<file path="config.mk">
export PLATFORM = sky130hd
export DESIGN_NAME = keyboard_matrix_nibble_scanner_core
export DESIGN_NICKNAME = d
export VERILOG_FILES = /design/src/rtl/kmns_pkg.sv /design/src/rtl/kmns_row_cell.sv /design/src/rtl/kmns_out_buf.sv /design/src/rtl/keyboard_matrix_nibble_scanner_core.sv
export SDC_FILE = /design/constraint.sdc
export NUM_CORES = 1
export LEC_CHECK = 0
export ABC_AREA = 1
export BUFFER_PORTS_ARGS = -buffer_cell sky130_fd_sc_hd__buf_2
export CORE_ASPECT_RATIO = 1.2
export CORE_MARGIN = 2
export CORE_UTILIZATION = 52
export CTS_CLUSTER_DIAMETER = 60
export DETAILED_ROUTE_END_ITERATION = 10
export GPL_TIMING_DRIVEN = 0
export PLACE_DENSITY = 0.82
export SETUP_SLACK_MARGIN = 0.2
export SYNTH_ARGS = -nofsm -noshare
export SYNTH_HDL_FRONTEND = slang
export SYNTH_SLANG_ARGS = --single-unit
</file>
<file path="constraint.sdc">
create_clock -name clk -period 2.7 [get_ports clk]
set_clock_uncertainty 0.15 [all_clocks]
set_input_delay 0.135 -clock clk [delete_from_list [all_inputs] [get_ports clk]]
set_output_delay 0.135 -clock clk [all_outputs]
set_load 0.03 [all_outputs]
</file>
<file path="src/rtl/kmns_pkg.sv">
`default_nettype none
// ----------------------------------------------------------------------------
// kmns_pkg
// Shared constants and types of the keyboard matrix nibble scanner.
// ----------------------------------------------------------------------------
package kmns_pkg;

	localparam int unsigned RowCount = 16;
	localparam int unsigned FrameLen = 18;
	localparam int unsigned IdxW     = 5;
	localparam int unsigned CapsRow  = 14;
	localparam int unsigned CapsBit  = 4;

	localparam logic [7:0]      FRAME_MARK = 8'h02;
	localparam logic [IdxW-1:0] IDX_LAST   = IdxW'(FrameLen - 1);

	localparam logic [1:0] CMD_UPDATE = 2'd0;
	localparam logic [1:0] CMD_WRITE  = 2'd1;
	localparam logic [1:0] CMD_READ   = 2'd2;

	typedef struct packed {
		logic load_rows;
		logic load_frame;
	} cell_ctrl_t;

endpackage

`default_nettype wire

</file>
<file path="src/rtl/kmns_row_cell.sv">
`default_nettype none
// ----------------------------------------------------------------------------
// kmns_row_cell
// One matrix row: holds the key row and its inverted frame byte, and passes
// the read byte along the chain.
// ----------------------------------------------------------------------------
module kmns_row_cell (
	input  wire                     clk,
	input  wire                     arst_n,
	input  kmns_pkg::cell_ctrl_t    ctrl,
	input  wire  [7:0]              row_new,
	input  wire                     rd_match,
	input  wire  [7:0]              rd_in,
	output logic [7:0]              rd_out,
	output logic [7:0]              row
);
	import kmns_pkg::*;

	logic [7:0] row_q;
	logic [7:0] frame_q;
	logic [7:0] frame_next;

	// frame load only happens on port writes, where the row does not change
	assign frame_next = ctrl.load_frame ? ~row_q : frame_q;
	assign rd_out     = rd_match ? frame_next : rd_in;
	assign row        = row_q;

	always_ff @(posedge clk or negedge arst_n) begin
		if (!arst_n) begin
			row_q   <= '0;
			frame_q <= '0;
		end else begin
			if (ctrl.load_rows) begin
				row_q <= row_new;
			end
			frame_q <= frame_next;
		end
	end

endmodule

`default_nettype wire

</file>
<file path="src/rtl/kmns_out_buf.sv">
`default_nettype none
// ----------------------------------------------------------------------------
// kmns_out_buf
// Two-entry output buffer: an output register and a skid register.
// ----------------------------------------------------------------------------
module kmns_out_buf (
	input  wire        clk,
	input  wire        arst_n,
	input  wire        push,
	input  wire  [3:0] push_data,
	output logic       full,
	output logic       out_valid,
	input  wire        out_stall,
	output logic [3:0] out_data
);
	import kmns_pkg::*;

	logic       out_valid_q;
	logic [3:0] out_data_q;
	logic       skid_valid_q;
	logic [3:0] skid_data_q;
	logic       take;

	assign take      = out_valid_q && !out_stall;
	assign full      = skid_valid_q;
	assign out_valid = out_valid_q;
	assign out_data  = out_data_q;

	always_ff @(posedge clk or negedge arst_n) begin
		if (!arst_n) begin
			out_valid_q  <= 1'b0;
			skid_valid_q <= 1'b0;
		end else if (!out_valid_q || take) begin
			out_valid_q  <= skid_valid_q || push;
			skid_valid_q <= 1'b0;
		end else if (push) begin
			skid_valid_q <= 1'b1;
		end
	end

	always_ff @(posedge clk) begin
		if (!out_valid_q || take) begin
			out_data_q <= skid_valid_q ? skid_data_q : push_data;
		end else if (push) begin
			skid_data_q <= push_data;
		end
	end

`ifndef SYNTH
	a_skid_needs_out: assert property (@(posedge clk) disable iff (!arst_n)
		skid_valid_q |-> out_valid_q)
		else $error("skid word held with empty output register");
	a_skid_drains: assert property (@(posedge clk) disable iff (!arst_n)
		(skid_valid_q && take) |=> (out_valid_q && !skid_valid_q))
		else $error("skid word not moved to output");
	a_no_push_when_full: assert property (@(posedge clk) disable iff (!arst_n)
		(skid_valid_q && !take) |=> $stable(skid_data_q))
		else $error("skid word overwritten");
`endif

endmodule

`default_nettype wire

</file>
<file path="src/rtl/keyboard_matrix_nibble_scanner_core.sv">
`default_nettype none
// ----------------------------------------------------------------------------
// keyboard_matrix_nibble_scanner_core
// Keyboard matrix scanner: 16 key rows read out as an 18-byte nibble frame.
// ----------------------------------------------------------------------------
// Every accepted word (key update, port line write or read) yields exactly one
// result word, and a new word can be accepted every cycle while the output buffer is not full.
// State lives in a row of 16 identical cells, one per matrix row; each cell
// keeps its key row and the inverted copy that sits in the frame, and the
// frame byte at the current index travels down the cell chain to the output.
// The frame marks (first and last byte, 0x02) appear after the first rising
// clear line; before that they read as zero. Results go into a two-entry
// output buffer, so input is stalled only when two results are waiting.
// ----------------------------------------------------------------------------
module keyboard_matrix_nibble_scanner_core (
	input  wire         clk,
	input  wire         arst_n,
	input  wire         in_valid,
	output logic        in_stall,
	input  wire  [1:0]  command,
	input  wire  [63:0] key_rows_low,
	input  wire  [63:0] key_rows_high,
	input  wire         prev_sel,
	input  wire         next_sel,
	input  wire         prev_clr,
	input  wire         next_clr,
	output logic        out_valid,
	input  wire         out_stall,
	output logic [3:0]  read_nibble
);
	import kmns_pkg::*;

	logic                accept;
	logic                buf_full;
	logic                is_update;
	logic                is_write;
	logic                clr_rise;
	logic                sel_rise;
	logic                sel_rise_block;
	logic                wrap;

	logic [IdxW-1:0]     frame_index_q;
	logic [IdxW-1:0]     index_next;
	logic                sel_level_q;
	logic                sel_next;
	logic                last_caps_q;
	logic                marks_q;
	logic                marks_next;

	logic [7:0]          rows_in   [RowCount];
	logic [7:0]          rows_cur  [RowCount];
	logic [7:0]          chain     [RowCount+1];
	logic [RowCount-1:0] rd_match;
	cell_ctrl_t          ctrl;

	logic                caps_key;
	logic                caps_next;
	logic [7:0]          byte_sel;
	logic [3:0]          nibble;

	assign in_stall  = buf_full;
	assign accept    = in_valid && !in_stall;
	assign is_update = accept && (command == CMD_UPDATE);
	assign is_write  = accept && (command == CMD_WRITE);
	assign clr_rise  = is_write && !prev_clr && next_clr;
	assign sel_rise  = is_write && !sel_rise_block && !prev_sel && next_sel;

	// clear wins over select
	assign sel_rise_block = !prev_clr && next_clr;

	assign wrap = sel_rise && (frame_index_q >= IDX_LAST);

	always_comb begin
		index_next = frame_index_q;
		if (clr_rise) begin
			index_next = '0;
		end else if (sel_rise) begin
			index_next = wrap ? '0 : frame_index_q + IdxW'(1);
		end
	end

	assign sel_next   = is_write ? next_sel : sel_level_q;
	assign marks_next = marks_q || clr_rise;

	assign ctrl.load_rows  = is_update;
	assign ctrl.load_frame = clr_rise || wrap;

	// caps lock: toggle the stored bit on each rising edge of the key
	assign caps_key  = key_rows_high[8*(CapsRow-8)+CapsBit];
	assign caps_next = rows_cur[CapsRow][CapsBit] ^ (!last_caps_q && caps_key);

	always_comb begin
		for (int r = 0; r < 8; r++) begin
			rows_in[r]   = key_rows_low[8*r +: 8];
			rows_in[r+8] = key_rows_high[8*r +: 8];
		end
		rows_in[CapsRow][CapsBit] = caps_next;
	end

	// seed the read chain with the frame mark when the index points at one and the marks are set
	assign chain[0] = ((index_next == '0) || (index_next == IDX_LAST)) && marks_next
		? FRAME_MARK : 8'h00;

	for (genvar i = 0; i < RowCount; i++) begin : g_cell
		assign rd_match[i] = (index_next == IdxW'(i + 1));
		kmns_row_cell u_cell (
			.clk      (clk),
			.arst_n   (arst_n),
			.ctrl     (ctrl),
			.row_new  (rows_in[i]),
			.rd_match (rd_match[i]),
			.rd_in    (chain[i]),
			.rd_out   (chain[i+1]),
			.row      (rows_cur[i])
		);
	end

	assign byte_sel = chain[RowCount];
	assign nibble   = sel_next ? byte_sel[7:4] : byte_sel[3:0];

	always_ff @(posedge clk or negedge arst_n) begin
		if (!arst_n) begin
			frame_index_q <= '0;
			sel_level_q   <= 1'b0;
			last_caps_q   <= 1'b0;
			marks_q       <= 1'b0;
		end else begin
			frame_index_q <= index_next;
			sel_level_q   <= sel_next;
			marks_q       <= marks_next;
			if (is_update) begin
				last_caps_q <= caps_key;
			end
		end
	end

	kmns_out_buf u_out (
		.clk       (clk),
		.arst_n    (arst_n),
		.push      (accept),
		.push_data (nibble),
		.full      (buf_full),
		.out_valid (out_valid),
		.out_stall (out_stall),
		.out_data  (read_nibble)
	);

`ifndef SYNTH
	a_index_in_frame: assert property (@(posedge clk) disable iff (!arst_n)
		frame_index_q <= IDX_LAST)
		else $error("frame index left the frame");
	a_clear_resets_index: assert property (@(posedge clk) disable iff (!arst_n)
		clr_rise |=> (frame_index_q == '0) && marks_q)
		else $error("rising clear did not restart the frame");
	a_caps_edge_tracked: assert property (@(posedge clk) disable iff (!arst_n)
		is_update |=> (last_caps_q == $past(caps_key)))
		else $error("caps key level not captured");
`endif

endmodule

`default_nettype wire

</file>
==> key figures <==
Run status
  • Outcome: finished, violations left
  • Violations in the final reports: negative setup slack

Global route
  • Largest net degree at the start of global routing: between 100 and 150
  • Antenna violations before repair: 1
  • Global-route wire length before repair: between 50 and 60 mm
  • Total global-route track usage: 29.3%
  • Congestion Overflow GR: 0
  • Via count of the first global-routing pass: between 10000 and 15000

Pwr
  • Relative contribution of combinational cells to total power: between 20% and 30%
  • Static leakage: around 7.8 nW
  • Portion of total power attributed to the clock network: between 30% and 40%
  • Power density relative to cell area: between 800 and 900 nW/um^2
  • Cell internal pwr: around 9 mW
  • Switch share: roughly 32%
  • Maximum ir drop on the vdd rail: 623 uV
  • Switching pwr: between 4 and 5 mW
  • Relative contribution of sequential cells to total power: between 40% and 50%

Synth
  • Synth top area share: between 50% and 60%
  • Netlist area before placement: ~11000 um^2
  • Ranking of synthesized cells by area: sky130_fd_sc_hd__dfrtp_1, sky130_fd_sc_hd__nand2_1, sky130_fd_sc_hd__o21ai_0, sky130_fd_sc_hd__edfxtp_1, sky130_fd_sc_hd__inv_1
  • Async S/R FF share, synth: 97.1%
  • Count of synthesis-stage warnings from yosys: 0
  • Main flop type after synthesis: sky130_fd_sc_hd__dfrtp_1
  • Post-Syn Instances: around 1300
  • Synth cell types: 35
  • Sequential-to-total area share from yosys stat: around 60%
  • Library cell with the largest summed area after synthesis: sky130_fd_sc_hd__dfrtp_1
  • Count of flip-flops with a built-in enable after synthesis: 8
  • Number of flip-flops and latches in the synthesized netlist: 274
  • Nets in the synthesized netlist: between 1000 and 1500
  • Syn avg cell area: approximately 8.7 um^2

Route
  • Number of routed nets with antenna violations: 0
  • Routed wire length per instance: between 15 and 20 um
  • Vias per Instance: 5.51
  • Number of iterations in the first detailed-routing pass: 6
  • Wire length reported by the detailed router: around 36 mm
  • Residual DRC: 0
  • Vias: 10700
  • Detailed router's first-iteration violation count: 1147

Timing
  • Period minus WS final: 3.64 ns
  • Maximum achievable frequency: roughly 270 MHz
  • Tightest Pin Transition: slightly above 0.8 ns
  • Fraction of the cycle the final worst path needs: 135%
  • Worst-case headroom to the max-slew limit: 45.8%
  • Setup TNS after final layout: -6.80 ns
  • Hold_ws: 0.0783 ns
  • Final WS setup: -0.942 ns
  • Number of pins with negative max-slew slack in the final report: 0
  • Final setup vio count: 8
  • Final Hold Violating Endpoints: 0
  • Unrepaired setup endpoints after global routing: yes

Worst setup path
  • Required @ worst endpoint: about 2.9 ns
  • Arr. time, crit path: 3.79 ns
  • Endpoint class of the critical path: register
  • Setup slack of the worst register-to-register path: -0.94 ns
  • Startpoint Class: register
  • Maximum net fanout on the critical path: 7
  • Critical path start-end classification: reg2reg

Layout
  • Post-layout nets: ~1800
  • Filler cell count: between 1000 and 1500
  • Layout cell share with drive strength beyond 1: a little over a fifth
  • Number of cells in the finished layout apart from fillers: about 2000
  • Area Growth Syn to Fin: 36.4%

Placement
  • Final weighted congestion of routability-driven global placement: 0.856
  • Number of placed cells counting well taps: 1723
  • Post-Place Worst Slack: -0.956 ns
  • Count of input and output buffers: 143
  • Detailed placer's ending HPWL: about 20 mm

Floorplanning
  • Chip width: about 140 um
  • Height of the chip: approximately 170 um
  • Cell row count: slightly below 60
  • I/O pin count: 144
  • Area of the die: 23100 um^2
  • Area of the placeable core: approximately 22000 um^2
  • Initial Utilization: between 50% and 60%

Clock tree
  • Clk sink count: ~270
  • TritonCTS clock tree: done
  • Clock Latency Late Sink: approximately 0.55 ns
  • Root cell of the clock tree: sky130_fd_sc_hd__clkbuf_16
  • Clk pin slew, worst setup/hold paths: 0.07 ns
  • H-tree levels: 1
  • Longest Clk Path Bufs: 3
  • Number of CTS-inserted buffers: 27

Worst hold path
  • Min-delay worst type: in2async

Run
  • Max capacitance violation total: 0
[stage by stage]
stage / cell area, um^2 / total power, mW / utilization (%)
after floorplan: 11400 / 7.23 / -
after global placement: 12500 / 8.00 / 57.7
after detailed placement: 12500 / 8.15 / 58.0
after CTS: 15300 / 12.5 / 70.7
after global routing: 15600 / 13.5 / 71.9
final: 15600 / 12.9 / 71.9
[cells by family after synthesis]
logic type      after synthesis  synth area share (%)
buf+inv                     106                  3.93
compound gates              171                  7.76
flops                       274                  60.5
xor+xnor                      2                 0.154
simple gates                749                  27.4
fa+ha+maj                     2                 0.219
[power groups by stage]
| stage | logic (mW) | registers [mW] | clock network (mW) |
|---|---|---|---|
| 2_1_floorplan | 1.63 | 5.60 | 0 |
| 3_3_place_gp | 2.32 | 5.68 | 0 |
| 3_5_place_dp | 2.44 | 5.71 | 0 |
| 4_1_cts | 2.84 | 5.65 | 3.98 |
| 5_1_grt | 3.50 | 5.78 | 4.18 |
| 6_report | 3.22 | 5.71 | 4.00 |
[metal layers]
layer / track usage (%) / wire (um) / up-vias
li1: - / - / 4838
met1: 36.1 / 13300 / 5156
met2: 50.0 / 18100 / 598
met3: 4.96 / 2650 / 156
met4: 14.4 / 1890 / 0
met5: 0 / 0 / -
[cell usage in the layout (no fill, tap or decap), types with 2 or more instances in the layout]
cell / count
sky130_fd_sc_hd__o21bai_1: 3
sky130_fd_sc_hd__o21ai_0: 105
sky130_fd_sc_hd__nand2_4: 6
sky130_fd_sc_hd__nand2_1: 619
sky130_fd_sc_hd__clkbuf_2: 8
sky130_fd_sc_hd__nand4_1: 22
sky130_fd_sc_hd__nor2_8: 2
sky130_fd_sc_hd__clkinv_2: 4
sky130_fd_sc_hd__nand3_1: 7
sky130_fd_sc_hd__nor3_1: 6
sky130_fd_sc_hd__buf_6: 13
sky130_fd_sc_hd__nor2_2: 8
sky130_fd_sc_hd__buf_16: 2
sky130_fd_sc_hd__o21ai_1: 28
sky130_fd_sc_hd__inv_2: 7
sky130_fd_sc_hd__nor2_4: 11
sky130_fd_sc_hd__clkbuf_1: 28
sky130_fd_sc_hd__clkbuf_16: 27
sky130_fd_sc_hd__buf_8: 4
sky130_fd_sc_hd__clkbuf_4: 3
sky130_fd_sc_hd__dfrtp_1: 265
sky130_fd_sc_hd__clkbuf_8: 8
sky130_fd_sc_hd__o21ai_2: 13
sky130_fd_sc_hd__a21oi_1: 12
sky130_fd_sc_hd__buf_2: 145
sky130_fd_sc_hd__inv_6: 2
sky130_fd_sc_hd__a21oi_2: 5
sky130_fd_sc_hd__nor2_1: 28
sky130_fd_sc_hd__dlygate4sd3_1: 135
sky130_fd_sc_hd__inv_1: 43
sky130_fd_sc_hd__buf_4: 41
sky130_fd_sc_hd__edfxtp_1: 8
sky130_fd_sc_hd__bufinv_16: 3
sky130_fd_sc_hd__nand3_2: 9
sky130_fd_sc_hd__nand3_4: 8
sky130_fd_sc_hd__nand2_2: 17
[cells in the mapped netlist, types with 4 or more instances]
cell type	count
sky130_fd_sc_hd__buf_6	4
sky130_fd_sc_hd__inv_2	8
sky130_fd_sc_hd__o21ai_1	26
sky130_fd_sc_hd__nor2_1	34
sky130_fd_sc_hd__nand2_2	4
sky130_fd_sc_hd__inv_1	43
sky130_fd_sc_hd__buf_2	16
sky130_fd_sc_hd__dfrtp_1	266
sky130_fd_sc_hd__edfxtp_1	8
sky130_fd_sc_hd__nand3_4	4
sky130_fd_sc_hd__nor2_2	6
sky130_fd_sc_hd__o21bai_1	4
sky130_fd_sc_hd__a21oi_1	18
sky130_fd_sc_hd__nor3_1	6
sky130_fd_sc_hd__o21ai_0	120
sky130_fd_sc_hd__nand3_1	17
sky130_fd_sc_hd__nand2_1	636
sky130_fd_sc_hd__clkbuf_1	34
sky130_fd_sc_hd__nor2_4	7
sky130_fd_sc_hd__nand4_1	22
[final cells by class]
cell class | count | area [um^2] | share of cell area, %
antenna | 1 | 2.50 | 0.0161
inverter | 51 | 194 | 1.25
timing repair buffer | 322 | 2480 | 15.9
clock inverter | 11 | 144 | 0.925
buffer | 55 | 344 | 2.21
clock buffer | 39 | 801 | 5.15
tap | 274 | 343 | 2.20
sequential | 274 | 6900 | 44.3
multi-input combinational | 924 | 4350 | 28.0
[worst paths after layout]
| kind | cells past startpoint | to | from |
|---|---|---|---|
| setup / recovery | 22 | u_out.out_data[0]$_DFFE_PN_ | frame_index_q[0]$_DFF_PN0_ |
| hold / removal | 3 | g_cell[3].u_cell.row[5]$_DFFE_PN0P_ | arst_n |
| setup reg to reg | 22 | u_out.out_data[0]$_DFFE_PN_ | frame_index_q[0]$_DFF_PN0_ |
| hold reg to reg | 2 | g_cell[13].u_cell.row[5]$_DFFE_PN0P_ | g_cell[13].u_cell.row[5]$_DFFE_PN0P_ |
| max in group asynchronous | 3 | g_cell[3].u_cell.row[4]$_DFFE_PN0P_ | arst_n |
| min in group clk | 5 | g_cell[0].u_cell.row[2]$_DFFE_PN0P_ | command[0] |
[state kept, by name, summed over array words and instances, names as in the netlist]
register	count
u_out.full	1
g_cell.u_cell.frame_q	128
frame_index_q	5
last_caps_q	1
u_out.out_valid	1
sel_level_q	1
g_cell.u_cell.row	128
marks_q	1
u_out.out_data	4
u_out.skid_data_q	4
[critical path: stages, from the launching register on]
cell and delay (ns):
sky130_fd_sc_hd__dfrtp_1 0.36, sky130_fd_sc_hd__buf_4 0.17, sky130_fd_sc_hd__ha_4 0.17, sky130_fd_sc_hd__nand3_1 0.11
sky130_fd_sc_hd__nand2_1 0.13, sky130_fd_sc_hd__nand2_1 0.11, sky130_fd_sc_hd__o21ai_2 0.17, sky130_fd_sc_hd__nand3_4 0.17
sky130_fd_sc_hd__nand3_4 0.17, sky130_fd_sc_hd__nor2_4 0.08, sky130_fd_sc_hd__buf_4 0.14, sky130_fd_sc_hd__nand2_1 0.05
sky130_fd_sc_hd__nand3_1 0.09, sky130_fd_sc_hd__a21oi_2 0.18, sky130_fd_sc_hd__nand4_1 0.17, sky130_fd_sc_hd__o21ai_2 0.13
sky130_fd_sc_hd__nand4_1 0.15, sky130_fd_sc_hd__nor2_2 0.16, sky130_fd_sc_hd__nand3_2 0.11, sky130_fd_sc_hd__o21bai_2 0.20
sky130_fd_sc_hd__nand2_2 0.10, sky130_fd_sc_hd__nand2_2 0.07, sky130_fd_sc_hd__nand2_1 0.05
[repair_timing]
| action | in CTS | in global routing |
|---|---|---|
| pin swaps | 45 | 40 |
| buffers inserted | 30 | 11 |
| resized for setup | 68 | 67 |
| cloned | 1 | 0 |
| endpoints found under the hold margin | 281 | 0 |
| hold buffers | 135 | 0 |
| endpoints found under the setup margin | 125 | 69 |
(Power assumes the default switching activity.)
